File: config.mk
export PLATFORM = sky130hd
export DESIGN_NAME = contiguous_page_allocator_core_flat
export DESIGN_NICKNAME = d
export VERILOG_FILES = /design/src/cpa_pkg.sv /design/src/cpa_if.sv /design/src/cpa_alu.sv /design/src/cpa_page_mem.sv /design/src/cpa_seq.sv /design/src/contiguous_page_allocator_core.sv /design/src/flat_wrapper.sv
export SDC_FILE = /design/constraint.sdc
export NUM_CORES = 1
export LEC_CHECK = 0
export ABC_CLOCK_PERIOD_IN_PS = 6900
export BUFFER_PORTS_ARGS = -buffer_cell sky130_fd_sc_hd__buf_2
export CELL_PAD_IN_SITES_DETAIL_PLACEMENT = 2
export CELL_PAD_IN_SITES_GLOBAL_PLACEMENT = 2
export CORE_ASPECT_RATIO = 1.5
export CORE_UTILIZATION = 39
export DETAILED_ROUTE_END_ITERATION = 10
export PLACE_DENSITY = 0.89
export SETUP_SLACK_MARGIN = 0.02
export SLEW_MARGIN = 15
export SYNTH_ARGS = -nofsm -noshare
export SYNTH_HDL_FRONTEND = slang
export SYNTH_SLANG_ARGS = --single-unit
File: constraint.sdc
create_clock -name clk -period 6.9 [get_ports clk]
set_clock_uncertainty 0.05 [all_clocks]
set_input_delay 0.69 -clock clk [delete_from_list [all_inputs] [get_ports clk]]
set_output_delay 0.69 -clock clk [all_outputs]
set_load 0.01 [all_outputs]
File: src/cpa_pkg.sv
// Package for the contiguous page allocator: shared constants, codes and types.
// No dependencies; every other file of the block uses it by scoped names.
`timescale 1ns / 1ps

package cpa_pkg;

  // Default geometry of the page table
  localparam int NUM_PAGES_DEF  = 256;
  localparam int PAGE_BYTES_DEF = 4096;

  // Field widths of the words on the channels
  localparam int COUNT_W = 9;
  localparam int OWNER_W = 16;
  localparam int ADDR_W  = 32;
  localparam int RAM_W   = 29;

  // Cap on the end of the bump region (508 MiB)
  localparam logic [ADDR_W-1:0] RAM_CAP = ADDR_W'(508 * 1024 * 1024);

  // Configuration register indexes
  typedef enum logic [1:0] {
    REG_TABLE_MODE = 2'd0,
    REG_BUMP_START = 2'd1,
    REG_RAM_SIZE   = 2'd2,
    REG_TABLE_BASE = 2'd3
  } cpa_reg_t;

  // Request types
  localparam logic REQ_ALLOC  = 1'b0;
  localparam logic REQ_REGION = 1'b1;

  // Sequencer states
  typedef enum logic [2:0] {
    ST_IDLE,
    ST_DECIDE,
    ST_MUL,
    ST_ADD,
    ST_MARK,
    ST_DONE
  } cpa_state_t;

  // Status from the datapath to the sequencer
  typedef struct packed {
    logic in_fire;
    logic region;
    logic skip;
    logic table_mode;
    logic mark_last;
    logic out_free;
  } cpa_stat_t;

  // Strobes from the sequencer to the datapath
  typedef struct packed {
    logic in_ready;
    logic decide;
    logic mul_en;
    logic add_en;
    logic mark_en;
    logic emit;
  } cpa_ctrl_t;

endpackage

File: src/cpa_if.sv
// Valid/ready channel interfaces for the allocator's request and response words.
// Depends on cpa_pkg for field widths.
`timescale 1ns / 1ps

interface cpa_req_if;
  logic                         valid;
  logic                         ready;
  logic                         req_type;
  logic [cpa_pkg::COUNT_W-1:0]  page_count;
  logic [cpa_pkg::OWNER_W-1:0]  owner_id;

  modport source (output valid, req_type, page_count, owner_id, input ready);
  modport sink   (input valid, req_type, page_count, owner_id, output ready);
endinterface

interface cpa_rsp_if;
  logic                         valid;
  logic                         ready;
  logic [cpa_pkg::ADDR_W-1:0]   phys_addr;
  logic [cpa_pkg::ADDR_W-1:0]   region_lo;
  logic [cpa_pkg::ADDR_W-1:0]   region_hi;

  modport source (output valid, phys_addr, region_lo, region_hi, input ready);
  modport sink   (input valid, phys_addr, region_lo, region_hi, output ready);
endinterface

File: src/cpa_alu.sv
// Shared arithmetic unit: page-size multiply, 33-bit add and overflow compare.
// Depends on cpa_pkg; results are registered by the caller.
`timescale 1ns / 1ps

module cpa_alu #(
  parameter int PAGE_BYTES = cpa_pkg::PAGE_BYTES_DEF
) (
  input  logic [cpa_pkg::ADDR_W-1:0] mul_a,
  input  logic [cpa_pkg::ADDR_W-1:0] add_a,
  input  logic [cpa_pkg::ADDR_W-1:0] add_b,
  input  logic [cpa_pkg::ADDR_W-1:0] lim,
  output logic [cpa_pkg::ADDR_W-1:0] prod,
  output logic [cpa_pkg::ADDR_W:0]   sum,
  output logic                       over
);

  localparam logic [cpa_pkg::ADDR_W-1:0] PB = cpa_pkg::ADDR_W'(PAGE_BYTES);

  // scale by page size, modulo 2^32
  assign prod = mul_a * PB;

  // add without wrap, then check against the limit
  assign sum  = {1'b0, add_a} + {1'b0, add_b};
  assign over = sum > {1'b0, lim};

endmodule

File: src/cpa_page_mem.sv
// Per-page owner tags and run lengths, written one entry per cycle while marking.
// Depends on cpa_pkg for field widths.
`timescale 1ns / 1ps

module cpa_page_mem #(
  parameter int NUM_PAGES = cpa_pkg::NUM_PAGES_DEF,
  parameter int IW        = (NUM_PAGES > 1) ? $clog2(NUM_PAGES) : 1
) (
  input  logic                         clk,
  input  logic                         we,
  input  logic                         head,
  input  logic [IW-1:0]                addr,
  input  logic [cpa_pkg::OWNER_W-1:0]  owner,
  input  logic [cpa_pkg::COUNT_W-1:0]  run_len
);

  logic [cpa_pkg::OWNER_W-1:0] owner_mem  [NUM_PAGES];
  logic [cpa_pkg::COUNT_W-1:0] runlen_mem [NUM_PAGES];

  // tag every page of the run; the run length goes to its first page only
  always_ff @(posedge clk) begin
    if (we) begin
      owner_mem[addr] <= owner;
      if (head) begin
        runlen_mem[addr] <= run_len;
      end
    end
  end

endmodule

File: src/cpa_seq.sv
// Sequencer of the allocator: walks one request through decide, multiply,
// add and mark steps on the shared unit. Depends on cpa_pkg.
`timescale 1ns / 1ps

module cpa_seq (
  input  logic               clk,
  input  logic               rst,
  input  cpa_pkg::cpa_stat_t stat,
  output cpa_pkg::cpa_ctrl_t ctrl
);

  cpa_pkg::cpa_state_t state, state_next;

  always_ff @(posedge clk) begin
    if (rst) begin
      state <= cpa_pkg::ST_IDLE;
    end else begin
      state <= state_next;
    end
  end

  // next state
  always_comb begin
    state_next = state;
    unique case (state)
      cpa_pkg::ST_IDLE: begin
        if (stat.in_fire) state_next = cpa_pkg::ST_DECIDE;
      end
      cpa_pkg::ST_DECIDE: begin
        if (stat.region || stat.skip) state_next = cpa_pkg::ST_DONE;
        else                          state_next = cpa_pkg::ST_MUL;
      end
      cpa_pkg::ST_MUL: begin
        state_next = cpa_pkg::ST_ADD;
      end
      cpa_pkg::ST_ADD: begin
        state_next = stat.table_mode ? cpa_pkg::ST_MARK : cpa_pkg::ST_DONE;
      end
      cpa_pkg::ST_MARK: begin
        if (stat.mark_last) state_next = cpa_pkg::ST_DONE;
      end
      cpa_pkg::ST_DONE: begin
        if (stat.out_free) state_next = cpa_pkg::ST_IDLE;
      end
      default: state_next = cpa_pkg::ST_IDLE;
    endcase
  end

  // strobes
  always_comb begin
    ctrl          = '0;
    ctrl.in_ready = (state == cpa_pkg::ST_IDLE);
    ctrl.decide   = (state == cpa_pkg::ST_DECIDE);
    ctrl.mul_en   = (state == cpa_pkg::ST_MUL);
    ctrl.add_en   = (state == cpa_pkg::ST_ADD);
    ctrl.mark_en  = (state == cpa_pkg::ST_MARK);
    ctrl.emit     = (state == cpa_pkg::ST_DONE) && stat.out_free;
  end

endmodule

File: src/contiguous_page_allocator_core.sv
// Top level of the contiguous page allocator: config registers, bump and
// fill-count state, datapath around cpa_alu, cpa_seq and cpa_page_mem.
// Depends on cpa_pkg and the cpa_req_if / cpa_rsp_if interfaces.
//
//  channel | dir | handshake       | word
//  --------+-----+-----------------+-----------------------------------------
//  req     | in  | valid/ready     | req_type, page_count, owner_id
//  rsp     | out | valid/ready     | phys_addr, region_lo, region_hi
//  wr      | in  | wr_en only      | wr_index, wr_data (32 bit)
//
// Steps: a region request, a zero count or a table run longer than the free
// tail go from decide straight to done; a bump allocation, fit or not, passes
// multiply and add; a table allocation passes multiply, add and the marking
// walk, which writes one page entry a cycle; all of them end in done.
// Pages are used as a prefix of the table, kept as a fill count, so reset
// needs no clearing pass. req is ready only while idle; a waiting response
// word does not block accepting the next request, only its completion.
`timescale 1ns / 1ps

module contiguous_page_allocator_core #(
  parameter int NUM_PAGES  = cpa_pkg::NUM_PAGES_DEF,
  parameter int PAGE_BYTES = cpa_pkg::PAGE_BYTES_DEF
) (
  input  logic                        clk,
  input  logic                        rst,
  cpa_req_if.sink                     req,
  cpa_rsp_if.source                   rsp,
  input  logic                        wr_en,
  input  logic [1:0]                  wr_index,
  input  logic [cpa_pkg::ADDR_W-1:0]  wr_data
);

  localparam int IW = (NUM_PAGES > 1) ? $clog2(NUM_PAGES) : 1;
  localparam int CW = $clog2(NUM_PAGES + 1);
  localparam int MW = (CW > cpa_pkg::COUNT_W) ? CW : cpa_pkg::COUNT_W;
  localparam int AW = cpa_pkg::ADDR_W;

  cpa_pkg::cpa_stat_t stat;
  cpa_pkg::cpa_ctrl_t ctrl;

  // configuration and allocator state
  logic                         table_mode;
  logic [AW-1:0]                table_base;
  logic [AW-1:0]                bump_next;
  logic [AW-1:0]                bump_end;
  logic [CW-1:0]                free_pages;
  logic [CW-1:0]                used_pages;

  // current request
  logic                         cur_req;
  logic [cpa_pkg::COUNT_W-1:0]  cur_count;
  logic [cpa_pkg::OWNER_W-1:0]  cur_owner;

  // working registers
  logic [AW-1:0]                prod_q;
  logic [AW-1:0]                res_addr;
  logic [AW-1:0]                res_lo;
  logic [AW-1:0]                res_hi;
  logic [IW-1:0]                mark_idx;
  logic [cpa_pkg::COUNT_W-1:0]  mark_left;
  logic                         mark_head;

  // response register
  logic                         out_valid;
  logic [AW-1:0]                out_addr;
  logic [AW-1:0]                out_lo;
  logic [AW-1:0]                out_hi;

  // shared unit
  logic [AW-1:0]                alu_mul_a;
  logic [AW-1:0]                alu_add_a;
  logic [AW-1:0]                alu_prod;
  logic [AW:0]                  alu_sum;
  logic                         alu_over;
  logic [AW-1:0]                ram_capped;

  assign alu_mul_a = table_mode ? AW'(used_pages) : AW'(cur_count);
  assign alu_add_a = table_mode ? table_base : bump_next;

  cpa_alu #(
    .PAGE_BYTES (PAGE_BYTES)
  ) u_alu (
    .mul_a (alu_mul_a),
    .add_a (alu_add_a),
    .add_b (prod_q),
    .lim   (bump_end),
    .prod  (alu_prod),
    .sum   (alu_sum),
    .over  (alu_over)
  );

  // status to sequencer; a run fits only if it is no longer than the free tail
  always_comb begin
    stat            = '0;
    stat.in_fire    = req.valid && ctrl.in_ready;
    stat.region     = (cur_req == cpa_pkg::REQ_REGION);
    stat.skip       = (cur_count == '0) ||
                      (table_mode && (MW'(cur_count) > MW'(free_pages)));
    stat.table_mode = table_mode;
    stat.mark_last  = (mark_left == cpa_pkg::COUNT_W'(1));
    stat.out_free   = !out_valid || rsp.ready;
  end

  cpa_seq u_seq (
    .clk  (clk),
    .rst  (rst),
    .stat (stat),
    .ctrl (ctrl)
  );

  cpa_page_mem #(
    .NUM_PAGES (NUM_PAGES),
    .IW        (IW)
  ) u_mem (
    .clk     (clk),
    .we      (ctrl.mark_en),
    .head    (mark_head),
    .addr    (mark_idx),
    .owner   (cur_owner),
    .run_len (cur_count)
  );

  // end of bump region, capped
  assign ram_capped = ({3'b000, wr_data[cpa_pkg::RAM_W-1:0]} > cpa_pkg::RAM_CAP) ?
                      cpa_pkg::RAM_CAP : {3'b000, wr_data[cpa_pkg::RAM_W-1:0]};

  // control state, config writes and bump pointers
  always_ff @(posedge clk) begin
    if (rst) begin
      table_mode <= 1'b0;
      table_base <= '0;
      bump_next  <= '0;
      bump_end   <= '0;
      free_pages <= CW'(NUM_PAGES);
      used_pages <= '0;
      out_valid  <= 1'b0;
    end else begin
      if (wr_en) begin
        unique case (cpa_pkg::cpa_reg_t'(wr_index))
          cpa_pkg::REG_TABLE_MODE: table_mode <= wr_data[0];
          cpa_pkg::REG_BUMP_START: bump_next  <= wr_data;
          cpa_pkg::REG_RAM_SIZE:   bump_end   <= ram_capped;
          cpa_pkg::REG_TABLE_BASE: table_base <= wr_data;
          default: ;
        endcase
      end else if (ctrl.decide && stat.region) begin
        bump_next <= '0;
        bump_end  <= '0;
      end else if (ctrl.add_en && !table_mode && !alu_over) begin
        bump_next <= alu_sum[AW-1:0];
      end

      // one page leaves the free tail per marking cycle
      if (ctrl.mark_en) begin
        free_pages <= free_pages - CW'(1);
        used_pages <= used_pages + CW'(1);
      end

      if (ctrl.emit) begin
        out_valid <= 1'b1;
      end else if (rsp.ready) begin
        out_valid <= 1'b0;
      end
    end
  end

  // payload and working registers
  always_ff @(posedge clk) begin
    if (stat.in_fire) begin
      cur_req   <= req.req_type;
      cur_count <= req.page_count;
      cur_owner <= req.owner_id;
    end

    if (ctrl.decide) begin
      res_addr <= '0;
      res_lo   <= stat.region ? bump_next : '0;
      res_hi   <= stat.region ? bump_end  : '0;
    end

    if (ctrl.mul_en) begin
      prod_q <= alu_prod;
    end

    // bump: old pointer unless past the end; table: base plus scaled index
    if (ctrl.add_en) begin
      if (table_mode) begin
        res_addr  <= alu_sum[AW-1:0];
        mark_idx  <= used_pages[IW-1:0];
        mark_left <= cur_count;
        mark_head <= 1'b1;
      end else begin
        res_addr  <= alu_over ? '0 : bump_next;
      end
    end

    if (ctrl.mark_en) begin
      mark_idx  <= mark_idx + IW'(1);
      mark_left <= mark_left - cpa_pkg::COUNT_W'(1);
      mark_head <= 1'b0;
    end

    if (ctrl.emit) begin
      out_addr <= res_addr;
      out_lo   <= res_lo;
      out_hi   <= res_hi;
    end
  end

  assign req.ready     = ctrl.in_ready;
  assign rsp.valid     = out_valid;
  assign rsp.phys_addr = out_addr;
  assign rsp.region_lo = out_lo;
  assign rsp.region_hi = out_hi;

endmodule

File: src/flat_wrapper.sv
// flat-port wrapper written by rule: the top's interface ports become plain ports
module contiguous_page_allocator_core_flat 
#(
  parameter int NUM_PAGES  = cpa_pkg::NUM_PAGES_DEF,
  parameter int PAGE_BYTES = cpa_pkg::PAGE_BYTES_DEF
)
  (clk, rst, wr_en, wr_index, wr_data, req_valid, req_req_type, req_page_count, req_owner_id, req_ready, rsp_valid, rsp_phys_addr, rsp_region_lo, rsp_region_hi, rsp_ready);
  cpa_req_if req_i ();
  cpa_rsp_if rsp_i ();
  input  logic clk;
  input  logic rst;
  input  logic wr_en;
  input  logic [1:0] wr_index;
  input  logic [cpa_pkg::ADDR_W-1:0] wr_data;
  input wire logic [$bits(req_i.valid)-1:0] req_valid;
  input wire logic [$bits(req_i.req_type)-1:0] req_req_type;
  input wire logic [$bits(req_i.page_count)-1:0] req_page_count;
  input wire logic [$bits(req_i.owner_id)-1:0] req_owner_id;
  output wire logic [$bits(req_i.ready)-1:0] req_ready;
  output wire logic [$bits(rsp_i.valid)-1:0] rsp_valid;
  output wire logic [$bits(rsp_i.phys_addr)-1:0] rsp_phys_addr;
  output wire logic [$bits(rsp_i.region_lo)-1:0] rsp_region_lo;
  output wire logic [$bits(rsp_i.region_hi)-1:0] rsp_region_hi;
  input wire logic [$bits(rsp_i.ready)-1:0] rsp_ready;
  assign req_i.valid = req_valid;
  assign req_i.req_type = req_req_type;
  assign req_i.page_count = req_page_count;
  assign req_i.owner_id = req_owner_id;
  assign req_ready = req_i.ready;
  assign rsp_valid = rsp_i.valid;
  assign rsp_phys_addr = rsp_i.phys_addr;
  assign rsp_region_lo = rsp_i.region_lo;
  assign rsp_region_hi = rsp_i.region_hi;
  assign rsp_i.ready = rsp_ready;
  contiguous_page_allocator_core #(.NUM_PAGES(NUM_PAGES), .PAGE_BYTES(PAGE_BYTES)) u_core (.clk(clk), .rst(rst), .req(req_i), .rsp(rsp_i), .wr_en(wr_en), .wr_index(wr_index), .wr_data(wr_data));
endmodule
==> impl_metrics.ini <==
[run_status]
outcome = completed

[clock_tree]
clock-sinks = 330
cts_tree = built
ctsResizeCount = 0
postCtsSetupRepairBufs = 0
clk_path_buf_depth = 3
numCtsBuffers = 31
htreeDepth = 1
root_buffer = clkbuf_16
clkSlewWorstSetupHoldPaths_ns = 0.07
clk_latency_ns = 0.59
postCtsHoldBufs = 0

[logic_synthesis]
synth_edf_count = 214
synthMuxAreaShare_pct = 1.19
avgSynthCellArea_um2 = 11.1
synth_flop_cell = edfxtp_1
synth-xor-area-share_pct = 2.37
syn_area_um2 = 14400
yosysSeqAreaShare_pct = 60.7
synthCells = 1292
synth-seq-cells = 330
ys.warnings.count = 0
async_flop_share_pct = 0
synthAdderAreaFrac_pct = 4.57
synth_compound_area_share_pct = 13.8
synth_simple_gate_area_share_pct = 13.2
synth.distinct_cells = 60
synth_top_family_by_area = compound AO/OA/AOI/OAI gates

[detailed_routing]
drc = 0
vias_per_cell = 5.84
drt-total-wl_mm = 50.7
postRouteAntennaNets = 0
first_pass_iters = 6
vias = 11200
wl_per_cell_um = 26.4
drtIter0Drc = 695

[sta]
timing.setup.tns_ns = 0
timing.hold.ws_ns = 0.228
fin_ws_ns = 0.524
fmax_mhz = 157
rsz0062_at_grt = false
finalSetupViolations = 0
hold_viol_final = 0
post-route-period-util_pct = 92.4
min_period_ns = 6.38
drv_slew = 0
relSlewSlack_pct = 28.7
tightest_slew_ns = 1.07

[setup_path]
cp_data_required_time_ns = 7.10
crit_type = reg2reg
critPathBufInv = 0
end_kind = flip-flop
cp_data_arrival_time_ns = 6.58
crit_fanout = 28
path_cells = o21ai_0 -> ha_1 -> and2_1 -> a221oi_1 -> a21o_1 -> a21oi_1 -> a221oi_1 -> a21oi_1 -> ha_1 -> nand4_1 -> nor4_1 -> nor2_1 -> nand2_1 -> o211a_1 -> or3_1 -> o22ai_1
slowest_stage = or3_1
max_stage_delay_ns = 0.83
cp-start-kind = flip-flop
crit_family = compound AO/OA/AOI/OAI gates

[layout]
final_cell_mix = edfxtp_1 (214), nand2_1 (159), buf_2 (143)
drive_gt1_share_pct = 17.0
finalNetCount = 1534
area_delta_synth_final_pct = 15.0
seq_area_um2 = 8750
layout.cells.most_common = edfxtp_1
fill_cells = 3699
multi_input_area_um2 = 5120

[power]
p_per_area_nw_per_um2 = 292
leakage_uw = 0.00617
ir_drop_mv = 0.187
report.power.total_uw = 4830

[die]
num_rows = 85
die_w_um = 159
start_util_pct = 39.8
die_y_um = 237
ios = 163
core_area_um2 = 36200
dieArea_um2 = 37700

[placement]
hpwl_mm = 33.7
routabilityCongestion = 0.852
portBuffers = 143
dp_slack_ns = 1.04

[run]
maxCapViolCount = 0

[global_routing]
grt_overflow = 0
antenna_found_initial = 2
grt.total_usage_pct = 26.9
grt_pass1_vias = 12700
grt_pass1_wl_mm = 76.7
grt_start_max_net_pins = 67

[worst_hold_path]
hold_class = in2reg
report_power, final:
group / switching [uW] / total [uW] / internal [uW]
Sequential: 111 / 2430 / 2320
Clock: 761 / 1650 / 885
Combinational: 527 / 755 / 227
per-layer routing:
layer | track usage, % | up-vias | wire length [um]
met2 | 49.9 | 462 | 27200
met5 | 0 | - | 13
met3 | 4.38 | 197 | 2590
met4 | 17.8 | 2 | 3180
met1 | 27.7 | 5694 | 17700
li1 | - | 4850 | -
per-stage QoR:
stage	util (%)	cell area (um^2)	instances
4_1_cts	45.8	16600	1918
5_1_grt	45.8	16600	1920
3_3_place_gp	43.2	15600	1861
2_1_floorplan	-	14400	1294
3_5_place_dp	43.2	15600	1861
6_report	45.8	16600	1920
kinds of logic (layout without fill, tap and decap cells):
kind of cell / after synthesis / count (layout)
simple gates: 401 / 401
buf+inv: 150 / 297
xor+xnor: 39 / 39
fa+ha+maj: 52 / 52
compound gates: 303 / 303
other cells: 1 / 4
flops: 330 / 330
mux: 16 / 16
area by class of cell:
class | count | area share, %
flip-flops and latches | 330 | 52.8
multi-input cells | 814 | 30.9
clock buffers | 46 | 5.32
repair buffers | 160 | 5.13
well taps | 478 | 3.61
inverters | 80 | 1.81
clock inverters | 11 | 0.400
diodes | 1 | 0.0151
synthesized netlist by cell type, types with 16 or more instances:
master	n	area, um^2
o21ai_0	84	420
a22oi_1	36	270
dfxtp_1	116	2320
xnor2_1	21	184
nor2_1	82	308
nand2_1	159	597
and2_1	67	419
nor3_1	16	80.1
xor2_1	18	158
inv_1	79	297
o211a_1	16	160
a21oi_1	95	475
nand3_1	20	100
ha_1	51	638
clkbuf_1	53	199
edfxtp_1	214	6430
flip-flops by register name, indices dropped and copies added, names as in the netlist, 29 cells and up:
| signal | cells |
|---|---|
| u_core.bump_end | 29 |
| u_core.bump_next | 32 |
| u_core.res_addr | 32 |
| u_core.res_hi | 29 |
| u_core.res_lo | 32 |
| u_core.rsp.phys_addr | 32 |
| u_core.rsp.region_hi | 29 |
| u_core.rsp.region_lo | 32 |
| u_core.table_base | 32 |
final timing paths:
path,start,end,slack (ns),depth (start not counted)
max,u_core.table_mode,u_core.res_addr[16],0.52,16
max reg2reg,u_core.table_mode,u_core.res_addr[16],0.52,16
min reg2reg,u_core.res_lo[4],u_core.rsp.region_lo[4],0.37,0
min,req_page_count[8],u_core.cur_count[8],0.23,1
No activity file was read; power rests on OpenSTA's default activity.
